File: config.mk
export PLATFORM = sky130hd
export DESIGN_NAME = spi_master_byte_engine_top
export DESIGN_NICKNAME = d
export VERILOG_FILES = /design/src/rtl/spi_mbe_pkg.sv /design/src/rtl/spi_mbe_front.sv /design/src/rtl/spi_mbe_queue.sv /design/src/rtl/spi_mbe_back.sv /design/src/rtl/spi_master_byte_engine_top.sv
export SDC_FILE = /design/constraint.sdc
export NUM_CORES = 1
export LEC_CHECK = 0
export ABC_AREA = 1
export ABC_CLOCK_PERIOD_IN_PS = 3700
export BUFFER_PORTS_ARGS = -buffer_cell sky130_fd_sc_hd__buf_2
export CAP_MARGIN = 30
export CELL_PAD_IN_SITES_DETAIL_PLACEMENT = 1
export CELL_PAD_IN_SITES_GLOBAL_PLACEMENT = 1
export CORE_MARGIN = 4
export CORE_UTILIZATION = 46
export CTS_BUF_LIST = sky130_fd_sc_hd__clkbuf_4 sky130_fd_sc_hd__clkbuf_8
export DETAILED_ROUTE_END_ITERATION = 10
export PLACE_DENSITY_LB_ADDON = 0.1
export SLEW_MARGIN = 5
export SYNTH_ARGS = -nofsm -noshare
export SYNTH_HDL_FRONTEND = slang
export SYNTH_SLANG_ARGS = --single-unit
File: constraint.sdc
create_clock -name i_clk -period 3.7 [get_ports i_clk]
set_clock_uncertainty 0.15 [all_clocks]
set_input_delay 0.185 -clock i_clk [delete_from_list [all_inputs] [get_ports i_clk]]
set_output_delay 0.185 -clock i_clk [all_outputs]
set_load 0.1 [all_outputs]
File: src/rtl/spi_mbe_pkg.sv
// ============================================================================
// spi_mbe_pkg
// Shared types and constants for the SPI master byte engine.
// ============================================================================
package spi_mbe_pkg;

    // Bus command codes as they arrive on the input channel
    localparam logic [1:0] CMD_WRITE_DATA  = 2'd0;
    localparam logic [1:0] CMD_READ_DATA   = 2'd1;
    localparam logic [1:0] CMD_READ_STATUS = 2'd2;
    localparam logic [1:0] CMD_TICK        = 2'd3;

    // Configuration register indexes
    localparam logic [1:0] CFG_SPI_MODE  = 2'd0;
    localparam logic [1:0] CFG_BAUD_DIV  = 2'd1;
    localparam logic [1:0] CFG_LSB_LEAD  = 2'd2;
    localparam logic [1:0] CFG_ENABLE    = 2'd3;

    localparam int CFG_IDX_W  = 2;
    localparam int CFG_DATA_W = 3;

    // Decoupling queue between front and back
    localparam int QUEUE_DEPTH = 2;   // power of two, pointers wrap naturally
    localparam int QUEUE_PTR_W = $clog2(QUEUE_DEPTH);
    localparam int QUEUE_CNT_W = $clog2(QUEUE_DEPTH + 1);

    typedef enum logic [1:0] {
        OP_WRITE,
        OP_READ,
        OP_STATUS,
        OP_TICK
    } t_op;

    typedef struct packed {
        logic [1:0] command;
        logic [7:0] tx_byte;
        logic       miso_in;
    } t_in_item;

    typedef struct packed {
        logic [7:0] read_byte;
        logic       tx_empty;
        logic       rx_not_empty;
        logic       busy_res;
        logic       sck_out;
        logic       mosi_out;
    } t_out_item;

    typedef struct packed {
        t_op        op;
        logic [7:0] tx_byte;
        logic       miso_in;
    } t_q_entry;

    typedef struct packed {
        logic [1:0] spi_mode;      // bit0 CPHA, bit1 CPOL
        logic [2:0] baud_div_code;
        logic       lsb_lead;
        logic       enable;
    } t_cfg;

endpackage

File: src/rtl/spi_mbe_front.sv
// ============================================================================
// spi_mbe_front
// Input side: takes bus beats and classifies them into queue entries.
// ============================================================================
module spi_mbe_front
    import spi_mbe_pkg::*;
(
    input  logic     i_valid,
    output logic     o_ready,
    input  t_in_item i_item,
    input  logic     i_q_ready,
    output logic     o_q_push,
    output t_q_entry o_q_entry
);

    t_op op;

    always_comb begin
        unique case (i_item.command)
            CMD_WRITE_DATA:  op = OP_WRITE;
            CMD_READ_DATA:   op = OP_READ;
            CMD_READ_STATUS: op = OP_STATUS;
            CMD_TICK:        op = OP_TICK;
            default:         op = OP_STATUS;
        endcase
    end

    assign o_ready   = i_q_ready;
    assign o_q_push  = i_valid && i_q_ready;
    // drop payload bits that the operation never looks at
    assign o_q_entry = '{op:      op,
                         tx_byte: (op == OP_WRITE) ? i_item.tx_byte : 8'd0,
                         miso_in: (op == OP_TICK) ? i_item.miso_in : 1'b0};

endmodule

File: src/rtl/spi_mbe_queue.sv
// ============================================================================
// spi_mbe_queue
// Short FIFO that decouples the classifier from the execution stage.
// ============================================================================
module spi_mbe_queue
    import spi_mbe_pkg::*;
(
    input  logic     i_clk,
    input  logic     i_rst_n,
    input  logic     i_push,
    output logic     o_push_ready,
    input  t_q_entry i_entry,
    output logic     o_pop_valid,
    input  logic     i_pop,
    output t_q_entry o_entry
);

    t_q_entry                 r_mem [QUEUE_DEPTH];
    logic [QUEUE_PTR_W-1:0]   r_wr_ptr, n_wr_ptr;
    logic [QUEUE_PTR_W-1:0]   r_rd_ptr, n_rd_ptr;
    logic [QUEUE_CNT_W-1:0]   r_count, n_count;
    logic                     do_push, do_pop;

    assign o_push_ready = (r_count != QUEUE_CNT_W'(QUEUE_DEPTH));
    assign o_pop_valid  = (r_count != '0);
    assign o_entry      = r_mem[r_rd_ptr];
    assign do_push      = i_push && o_push_ready;
    assign do_pop       = i_pop && o_pop_valid;

    always_comb begin
        n_wr_ptr = do_push ? r_wr_ptr + QUEUE_PTR_W'(1) : r_wr_ptr;
        n_rd_ptr = do_pop ? r_rd_ptr + QUEUE_PTR_W'(1) : r_rd_ptr;
        n_count  = r_count;
        if (do_push && !do_pop) begin
            n_count = r_count + QUEUE_CNT_W'(1);
        end else if (do_pop && !do_push) begin
            n_count = r_count - QUEUE_CNT_W'(1);
        end
    end

    always_ff @(posedge i_clk) begin
        if (!i_rst_n) begin
            r_wr_ptr <= '0;
            r_rd_ptr <= '0;
            r_count  <= '0;
        end else begin
            r_wr_ptr <= n_wr_ptr;
            r_rd_ptr <= n_rd_ptr;
            r_count  <= n_count;
        end
    end

    always_ff @(posedge i_clk) begin
        if (do_push) begin
            r_mem[r_wr_ptr] <= i_entry;
        end
    end

endmodule

File: src/rtl/spi_mbe_back.sv
// ============================================================================
// spi_mbe_back
// Execution stage: buffers, shifter, SCK prescaler and the result register.
// ============================================================================
module spi_mbe_back
    import spi_mbe_pkg::*;
#(
    parameter int FRAME_BITS = 8
) (
    input  logic      i_clk,
    input  logic      i_rst_n,
    input  t_cfg      i_cfg,
    input  logic      i_q_valid,
    output logic      o_q_pop,
    input  t_q_entry  i_q_entry,
    output logic      o_valid,
    input  logic      i_ready,
    output t_out_item o_data
);

    localparam int BL_W = $clog2(FRAME_BITS + 1);

    logic [7:0]            r_tx_hold, n_tx_hold;
    logic                  r_tx_full, n_tx_full;
    logic [FRAME_BITS-1:0] r_shifter, n_shifter;
    logic [FRAME_BITS-1:0] r_rx_hold, n_rx_hold;
    logic                  r_rx_full, n_rx_full;
    logic [BL_W-1:0]       r_bits_left, n_bits_left;
    logic [7:0]            r_prescale, n_prescale;
    logic                  r_sck, n_sck;
    logic                  r_shifting, n_shifting;
    logic                  r_mosi, n_mosi;
    t_out_item             r_out, n_out;
    logic                  r_out_valid, n_out_valid;

    logic                  cpol, cpha;
    logic [FRAME_BITS-1:0] load_val, sampled, sh_after;
    logic [BL_W-1:0]       bl_dec, bl_after;
    logic                  bit_cur, bit_load;
    logic [7:0]            pc_inc, pc_limit, rd;
    logic                  pop;

    assign cpol     = i_cfg.spi_mode[1];
    assign cpha     = i_cfg.spi_mode[0];
    assign load_val = FRAME_BITS'(r_tx_hold);
    assign bit_cur  = i_cfg.lsb_lead ? r_shifter[0] : r_shifter[FRAME_BITS-1];
    assign bit_load = i_cfg.lsb_lead ? load_val[0] : load_val[FRAME_BITS-1];
    assign sampled  = i_cfg.lsb_lead ? {i_q_entry.miso_in, r_shifter[FRAME_BITS-1:1]}
                                     : {r_shifter[FRAME_BITS-2:0], i_q_entry.miso_in};
    assign bl_dec   = (r_bits_left == '0) ? '0 : r_bits_left - BL_W'(1);
    assign sh_after = cpha ? sampled : r_shifter;
    assign bl_after = cpha ? bl_dec : r_bits_left;
    assign pc_inc   = r_prescale + 8'd1;
    assign pc_limit = 8'd1 << i_cfg.baud_div_code;

    // execute the head entry once the result register can take it
    assign pop     = i_q_valid && (!r_out_valid || i_ready);
    assign o_q_pop = pop;
    assign o_valid = r_out_valid;
    assign o_data  = r_out;

    always_comb begin
        n_tx_hold   = r_tx_hold;
        n_tx_full   = r_tx_full;
        n_shifter   = r_shifter;
        n_rx_hold   = r_rx_hold;
        n_rx_full   = r_rx_full;
        n_bits_left = r_bits_left;
        n_prescale  = r_prescale;
        n_sck       = r_sck;
        n_shifting  = r_shifting;
        n_mosi      = r_mosi;
        n_out       = r_out;
        n_out_valid = r_out_valid && !i_ready;
        rd          = 8'd0;
        if (pop) begin
            unique case (i_q_entry.op)
                OP_WRITE: begin
                    if (!r_tx_full) begin
                        n_tx_hold = i_q_entry.tx_byte;
                        n_tx_full = 1'b1;
                    end
                end
                OP_READ: begin
                    rd        = 8'(r_rx_hold);
                    n_rx_full = 1'b0;
                end
                OP_STATUS: begin
                end
                OP_TICK: begin
                    if (!i_cfg.enable) begin
                        // drop any frame in flight, keep the buffered byte
                        n_shifting  = 1'b0;
                        n_bits_left = '0;
                        n_prescale  = 8'd0;
                    end else if (!r_shifting) begin
                        if (r_tx_full) begin
                            n_shifter   = load_val;
                            n_tx_full   = 1'b0;
                            n_shifting  = 1'b1;
                            n_bits_left = BL_W'(FRAME_BITS);
                            n_prescale  = 8'd0;
                            n_sck       = cpol;
                            if (!cpha) begin
                                n_mosi = bit_load;
                            end
                        end
                    end else if (pc_inc >= pc_limit) begin
                        n_prescale = 8'd0;
                        n_sck      = ~r_sck;
                        if (r_sck == cpol) begin
                            // leading edge
                            if (cpha) begin
                                n_mosi = bit_cur;
                            end else begin
                                n_shifter   = sampled;
                                n_bits_left = bl_dec;
                            end
                        end else begin
                            // trailing edge
                            if (cpha) begin
                                n_shifter   = sampled;
                                n_bits_left = bl_dec;
                            end else if (r_bits_left != '0) begin
                                n_mosi = bit_cur;
                            end
                            if (bl_after == '0) begin
                                n_rx_hold  = sh_after;
                                n_rx_full  = 1'b1;
                                n_shifting = 1'b0;
                            end
                        end
                    end else begin
                        n_prescale = pc_inc;
                    end
                end
                default: begin
                end
            endcase
            if (!n_shifting) begin
                n_sck = cpol;
            end
            n_out = '{read_byte:    rd,
                      tx_empty:     ~n_tx_full,
                      rx_not_empty: n_rx_full,
                      busy_res:     n_shifting,
                      sck_out:      n_sck,
                      mosi_out:     n_mosi};
            n_out_valid = 1'b1;
        end
    end

    always_ff @(posedge i_clk) begin
        if (!i_rst_n) begin
            r_tx_hold   <= 8'd0;
            r_tx_full   <= 1'b0;
            r_shifter   <= '0;
            r_rx_hold   <= '0;
            r_rx_full   <= 1'b0;
            r_bits_left <= '0;
            r_prescale  <= 8'd0;
            r_sck       <= 1'b0;
            r_shifting  <= 1'b0;
            r_mosi      <= 1'b0;
            r_out_valid <= 1'b0;
        end else begin
            r_tx_hold   <= n_tx_hold;
            r_tx_full   <= n_tx_full;
            r_shifter   <= n_shifter;
            r_rx_hold   <= n_rx_hold;
            r_rx_full   <= n_rx_full;
            r_bits_left <= n_bits_left;
            r_prescale  <= n_prescale;
            r_sck       <= n_sck;
            r_shifting  <= n_shifting;
            r_mosi      <= n_mosi;
            r_out_valid <= n_out_valid;
        end
    end

    always_ff @(posedge i_clk) begin
        r_out <= n_out;
    end

endmodule

File: src/rtl/spi_master_byte_engine_top.sv
// ============================================================================
// spi_master_byte_engine_top
// SPI master with data/status register commands and tick-driven shifting.
// ============================================================================
// Every accepted beat (data write, data read, status read or clock tick)
// returns exactly one status beat, in order. The block takes one beat per
// clock while the queue has room; a beat is held in the queue and then in
// the result register before its result is offered. The execution stage
// retires one queued command per cycle into its result register while it
// is empty or being taken; a two-entry queue before that stage absorbs
// output stalls. SCK toggles once every 2^baud_div_code tick commands, and
// a frame of FRAME_BITS bits needs 2 * FRAME_BITS toggles. Configuration
// must be written by the user through the plain write port while no beat
// is in flight; the block itself does not enforce this.
module spi_master_byte_engine_top
    import spi_mbe_pkg::*;
#(
    parameter int FRAME_BITS = 8
) (
    input  logic                  i_clk,
    input  logic                  i_rst_n,
    input  logic                  i_valid,
    output logic                  o_ready,
    input  t_in_item              i_data,
    output logic                  o_valid,
    input  logic                  i_ready,
    output t_out_item             o_data,
    input  logic                  i_cfg_we,
    input  logic [CFG_IDX_W-1:0]  i_cfg_idx,
    input  logic [CFG_DATA_W-1:0] i_cfg_data
);

    t_cfg     r_cfg;
    logic     q_ready, q_push, q_valid, q_pop;
    t_q_entry push_entry, head_entry;

    always_ff @(posedge i_clk) begin
        if (!i_rst_n) begin
            r_cfg <= '0;
        end else if (i_cfg_we) begin
            unique case (i_cfg_idx)
                CFG_SPI_MODE:  r_cfg.spi_mode      <= i_cfg_data[1:0];
                CFG_BAUD_DIV:  r_cfg.baud_div_code <= i_cfg_data[2:0];
                CFG_LSB_LEAD:  r_cfg.lsb_lead      <= i_cfg_data[0];
                CFG_ENABLE:    r_cfg.enable        <= i_cfg_data[0];
                default: begin
                end
            endcase
        end
    end

    spi_mbe_front u_front (
        .i_valid   (i_valid),
        .o_ready   (o_ready),
        .i_item    (i_data),
        .i_q_ready (q_ready),
        .o_q_push  (q_push),
        .o_q_entry (push_entry)
    );

    spi_mbe_queue u_queue (
        .i_clk        (i_clk),
        .i_rst_n      (i_rst_n),
        .i_push       (q_push),
        .o_push_ready (q_ready),
        .i_entry      (push_entry),
        .o_pop_valid  (q_valid),
        .i_pop        (q_pop),
        .o_entry      (head_entry)
    );

    spi_mbe_back #(
        .FRAME_BITS (FRAME_BITS)
    ) u_back (
        .i_clk     (i_clk),
        .i_rst_n   (i_rst_n),
        .i_cfg     (r_cfg),
        .i_q_valid (q_valid),
        .o_q_pop   (q_pop),
        .i_q_entry (head_entry),
        .o_valid   (o_valid),
        .i_ready   (i_ready),
        .o_data    (o_data)
    );

endmodule

======== Word level (Yosys, flattened, before mapping) ========
Memories as Yosys holds them, arrays and structs flattened. A register that Yosys moved wholly into a read port is not among the register bits.
Index checks and enable logic that the tools add are counted.
cells by class
  $lt $le $gt $ge ......................... 1
  bitwise gates (word level) .............. 4
  $add $sub $neg .......................... 6
  shifts and indexed selects .............. 1
  reductions and logical operators ........ 31
  multiplexer cells ....................... 65
  equality and inequality tests ........... 16
operators by type and width
  cell                 number
  $mux 8               12
  $mux 1               40
  $mux 4               8
  $eq 2x2->1 const B   6
  $add 8x1->8 const B  1
  $ge 8x8->1           1
  $logic_not 2->1      4
  $logic_not 4->1      2
  $pmux 2 s4           1
  $reduce_and 2->1     4
  $shl 1x3->8 const A  1
  $logic_and 1x1->1    7
  $reduce_and 7->1     1
  $eq 2x1->1 const B   3
  $ne 3x3->1 const B   2
  $reduce_and 3->1     2
  $reduce_and 6->1     1
  $reduce_bool 2->1    3
  $reduce_and 5->1     1
  $logic_not 1->1      4
  $mux 2               2
  $ne 2x2->1 const B   2
  $ne 4x4->1 const B   1
  $not 1->1            4
  other kinds (9)      11
word-level totals
  RAM bits ................................ 22
  output and inout bits ................... 15
  register bits after elaboration ......... 66
  logic and storage cells ................. 149
  memories ................................ 1
memories
  memory         depth  bits a word  read ports  clocked after Yosys merged registers in  wr ports  RTL line             RTL
  u_queue.r_mem  2      11           1           1                                        1         spi_mbe_queue.sv:18  t_q_entry r_mem [QUEUE_DEPTH];

======== Depth between registers and ports, before layout ========
  word-level depth ........................ 12
  depth in mapped cells ................... 17

======== Hierarchy ========
From an unflattened synthesis, not the netlist that was laid out.
unflattened totals
  cells, all modules ...................... 580
  area, all modules ....................... 4620.7 µm²
by module, submodules not included
  module                      area each (µm²)  cells an instance  sequential area each (µm²)  instances
  spi_mbe_back                3156.8           435                1231.2                      1
  spi_mbe_queue               1047.3           71                 760.7                       1
  spi_master_byte_engine_top  307.8            48                 140.1                       1
  spi_mbe_front               108.9            26                 0.0                         1

======== Worst setup path after synthesis ========
Ideal clock, no wire load.
  path type ............................... register to register
  start ................................... register u_back.r_prescale[0]
  end ..................................... register u_back.r_rx_hold[2]
  stages on the path, launching flop included .. 18
  setup slack ............................. 1.036 ns
  path buffers ............................ 1
  clock period less this slack ............ 2.664 ns
  data required time ...................... 3.437 ns
  arrival time ............................ 2.402 ns
  path through ............................ dfxtp_1 -> ha_1 -> nand3_1 -> nand3b_1 -> xor2_1 -> inv_1 -> ha_1 -> nand2_1 -> nor2_1 -> nand2_1 -> nand3_1 -> nand3_1 -> or2_4 -> nor2_8 -> buf_6 -> nand2_1 -> nand2_1 -> nor2_1
on the way
  cells in the longest elaborated chain, start to end .. 3
RTL lines
  element                            RTL line             RTL
  from (decl)                        spi_mbe_back.sv:29   logic [7:0] r_prescale, n_prescale;
  from (signal assigned)             spi_mbe_back.sv:173  r_prescale <= n_prescale;
  $add 8x1->8                        spi_mbe_back.sv:53   assign pc_inc = r_prescale + 8'd1;
  $ge 8x8->1                         spi_mbe_back.sv:108  end else if (pc_inc >= pc_limit) begin
  $reduce_and 7->1 (no source line)  --
  to (signal assigned)               spi_mbe_back.sv:170  r_rx_hold <= n_rx_hold;
  to (decl)                          spi_mbe_back.sv:26   logic [FRAME_BITS-1:0] r_rx_hold, n_rx_hold;
Every way passes these cells.
A chain may end at the register's enable or synchronous reset.

======== Final worst setup path ========
  start ................................... register u_back.r_prescale[2]
  end ..................................... register u_back.r_shifter[0]
on the way
  cells in the longest elaborated chain, start to end .. 4
RTL lines
  element                            RTL line             RTL
  $add 8x1->8                        spi_mbe_back.sv:53
  $ge 8x8->1                         spi_mbe_back.sv:108
  $ne 2x2->1 (no source line)        --
  $reduce_and 6->1 (no source line)  --
  to (signal assigned)               spi_mbe_back.sv:169  r_shifter <= n_shifter;
  to (decl)                          spi_mbe_back.sv:25   logic [FRAME_BITS-1:0] r_shifter, n_shifter;
Every way passes these cells.

==> flow_metrics.tcl <==
set metrics [dict create \
    status "completed" \
    fillers 1213 \
    path_class "reg2reg" \
    syn2layout_area_growth_pct 13.9 \
    first_global_vias 4099 \
    max_slew_margin 0.570 \
    finalHoldViolCount 0 \
    cts_max_path_buffers 2 \
    start_util 0.481 \
    root_buffer "clkbuf_8" \
    crit_start "u_back.r_prescale[2]$_SDFFE_PN0P_" \
    async_flop_share 0 \
    fin_nets 663 \
    drive_above_1_share 0.114 \
    antenna_found_initial 0 \
    yosys_warnings 0 \
    syn_area_um2 4530 \
    fin_cells 762 \
    grt_pass1_wl_mm 19.3 \
    cts_tree "yes" \
    fin_setup_tns_ns 0 \
    p_sw_frac 0.474 \
    drtPass1Iterations 4 \
    routedWlPerCell_um 14.7 \
    whs_ns 0.0121 \
    worstReg2RegStart "u_back.r_prescale[2]$_SDFFE_PN0P_" \
    synth_seq_cells 89 \
    worst_slew_pin_slew_ns 0.644 \
    gp_congestion 0.896 \
    worst_ep_required_time_ns 3.84 \
    arrival_ns 3.14 \
    clock_latency_ns 0.37 \
    finalWirelength_mm 11.2 \
    ant_nets 0 \
    power.leakage_nw 2.28 \
    std_cell_rows 35 \
    yosysUniqueCellTypes 38 \
    hold_depth 3 \
    drcViolationCount 0 \
    power_mw 3.45 \
    io_buffers 35 \
    pwr-share-clk 0.193 \
    seq_power_share 0.388 \
    setup_viol 0 \
    startpoint_type "flop" \
    post-route-period-util 0.810 \
    p_comb_frac 0.419 \
    routed_via_density 5.16 \
    chipHeight_um 107 \
    grt_usage 0.210 \
    antenna_cells 0 \
    powerDensity_nw_per_um2 667 \
    synth_cells 582 \
    cts.sinks 89 \
    rsz0062_at_grt "false" \
    h-tree-depth 3 \
    drv_slew 0 \
    seq_area_frac_synth 0.470 \
    hp-class "in2reg" \
    die_w_um 107 \
    clock.fmax_ghz 0.334 \
    dp_slack_ns 0.729 \
    core_area_um2 9420 \
    first_iter_violations 123 \
    place_inst 730 \
    worstPathMaxFanout 16 \
    dp_hpwl_mm 7.88 \
    synth.avg_cell_area_um2 7.79 \
    maxCapViolCount 0 \
    p_sw_mw 1.63 \
    cts.clk_slew.worst_paths_ns 0.10 \
    grt_max_degree 34 \
    fin_crit_ns 3.00 \
    intPower_mw 1.81 \
    ctsResizeCount 0 \
    hold_path.startpoint "i_data[6]" \
    ir_worst_vdd_mv 0.437 \
    via_count 3931 \
    cts_hold_buf 14 \
    grt_overflow 0 \
    cts_inserted_buffers 9 \
    crit_path_end_kind "flop" \
    synth_edf_count 35 \
    fin_ws_ns 0.702 \
    synth_top_flop_cell "dfxtp_1" \
    io_pins 36 \
    cts_setup_buffers 0 \
    die-area_um2 11500 \
    syn_nets 617 \
    rr_worst_depth 15 \
]
[per-stage QoR]
stage,area (um2),util
6_report,5160,0.548
3_3_place_gp,4810,0.511
4_1_cts,5150,0.547
3_5_place_dp,4810,0.511
5_1_grt,5160,0.548
2_1_floorplan,4530,-
[power by group through the flow]
| stage | Clock (mW) | Sequential, mW | Combinational (mW) |
|---|---|---|---|
| after floorplan | 0 | 1.82 | 0.651 |
| after global placement | 0 | 1.35 | 1.38 |
| after detailed placement | 0 | 1.36 | 1.43 |
| after CTS | 0.681 | 1.34 | 1.45 |
| after global routing | 0.730 | 1.36 | 1.58 |
| final | 0.664 | 1.34 | 1.44 |
[path summary, 6_finish.rpt]
| kind | end | slack, ns |
|---|---|---|
| worst max-delay path | u_back.r_shifter[0]$_SDFFE_PN0P_ | 0.70 |
| worst min-delay path | u_queue.r_mem[1][6]$_DFFE_PP_ | 0.01 |
| worst max register to register | u_back.r_shifter[0]$_SDFFE_PN0P_ | 0.70 |
| worst min register to register | u_back.load_val[1]$_SDFFE_PN0P_ | 0.32 |
[cells by family (layout without fill, tap and decap cells)]
family,count (synthesis),in the layout,share of synthesized area
fa+ha+maj,14,14,0.0386
simple gates,223,223,0.209
mux,1,1,0.00221
xor+xnor,7,7,0.0135
compound gates,131,131,0.166
flops,89,89,0.470
buf+inv,117,168,0.0999
[Yosys cell counts (2+ instances only)]
master | instances | area share
nor2_1 | 54 | 0.045
clkbuf_1 | 14 | 0.012
nand3b_1 | 3 | 0.0050
inv_1 | 91 | 0.075
o21a_1 | 6 | 0.0099
a211oi_1 | 19 | 0.031
nand2_4 | 2 | 0.0050
inv_2 | 4 | 0.0033
o211ai_1 | 3 | 0.0050
dfxtp_1 | 54 | 0.24
edfxtp_1 | 35 | 0.23
buf_2 | 5 | 0.0055
a21oi_1 | 44 | 0.049
nand3_1 | 31 | 0.034
nand2_1 | 121 | 0.10
ha_1 | 14 | 0.039
xor2_1 | 6 | 0.012
o21ai_0 | 47 | 0.052
nor3_1 | 4 | 0.0044
nand4_1 | 2 | 0.0028
a31oi_1 | 6 | 0.0083
[registers in the layout, summed over array words and instances, names as in the netlist, 2 cells and up, named ones only]
register and cells:
r_cfg 7, u_back.load_val 8, u_back.o_data 13, u_back.r_bits_left 4
u_back.r_prescale 8, u_back.r_rx_hold 8, u_back.r_shifter 8, u_queue.r_count 2
u_queue.r_mem 22
[layout make-up]
class                      count  area, um2  area share
clock buffer                   9        124      0.0240
clock inverter                 7       70.1      0.0136
inverter                      96        360      0.0698
multi-input combinational    376       1950       0.377
sequential                    89       2130       0.413
tap                          129        161      0.0313
timing repair buffer          56        368      0.0712
[critical path: stages, from the launching register on]
cell and delay [ns]:
dfxtp_1 0.42, nand3_1 0.13, nand3b_1 0.21, nand3b_1 0.19, xnor2_1 0.15, ha_1 0.30, nand2_1 0.07, nor2_1 0.15
nand2_1 0.09, nand3_1 0.18, inv_1 0.09, nand2_1 0.06, nand2_1 0.06, inv_1 0.33, o21ai_0 0.15, a31oi_1 0.17
[routing by layer]
| metal | track usage | routed length [um] | vias up |
|---|---|---|---|
| li1 | - | - | 1993 |
| met1 | 0.264 | 5160 | 1875 |
| met2 | 0.364 | 5580 | 49 |
| met3 | 0.0330 | 270 | 14 |
| met4 | 0.0740 | 172 | 0 |
| met5 | 0 | 0 | - |
[placed cells by master (no fill, tap or decap), types with 6 or more instances in the layout]
| cell type | Yosys | layout |
|---|---|---|
| a21oi_1 | 44 | 44 |
| a31oi_1 | 6 | 6 |
| a211oi_1 | 19 | 19 |
| ha_1 | 14 | 14 |
| buf_4 | 0 | 7 |
| buf_2 | 5 | 35 |
| clkbuf_8 | 0 | 9 |
| nand2_1 | 121 | 121 |
| nor2_1 | 54 | 54 |
| edfxtp_1 | 35 | 35 |
| nand3_1 | 31 | 31 |
| dfxtp_1 | 54 | 54 |
| dlygate4sd3_1 | 0 | 14 |
| o21ai_0 | 47 | 47 |
| o21a_1 | 6 | 6 |
| inv_1 | 91 | 91 |
| xor2_1 | 6 | 6 |
Note: power is estimated with default switching activity, not from simulation.
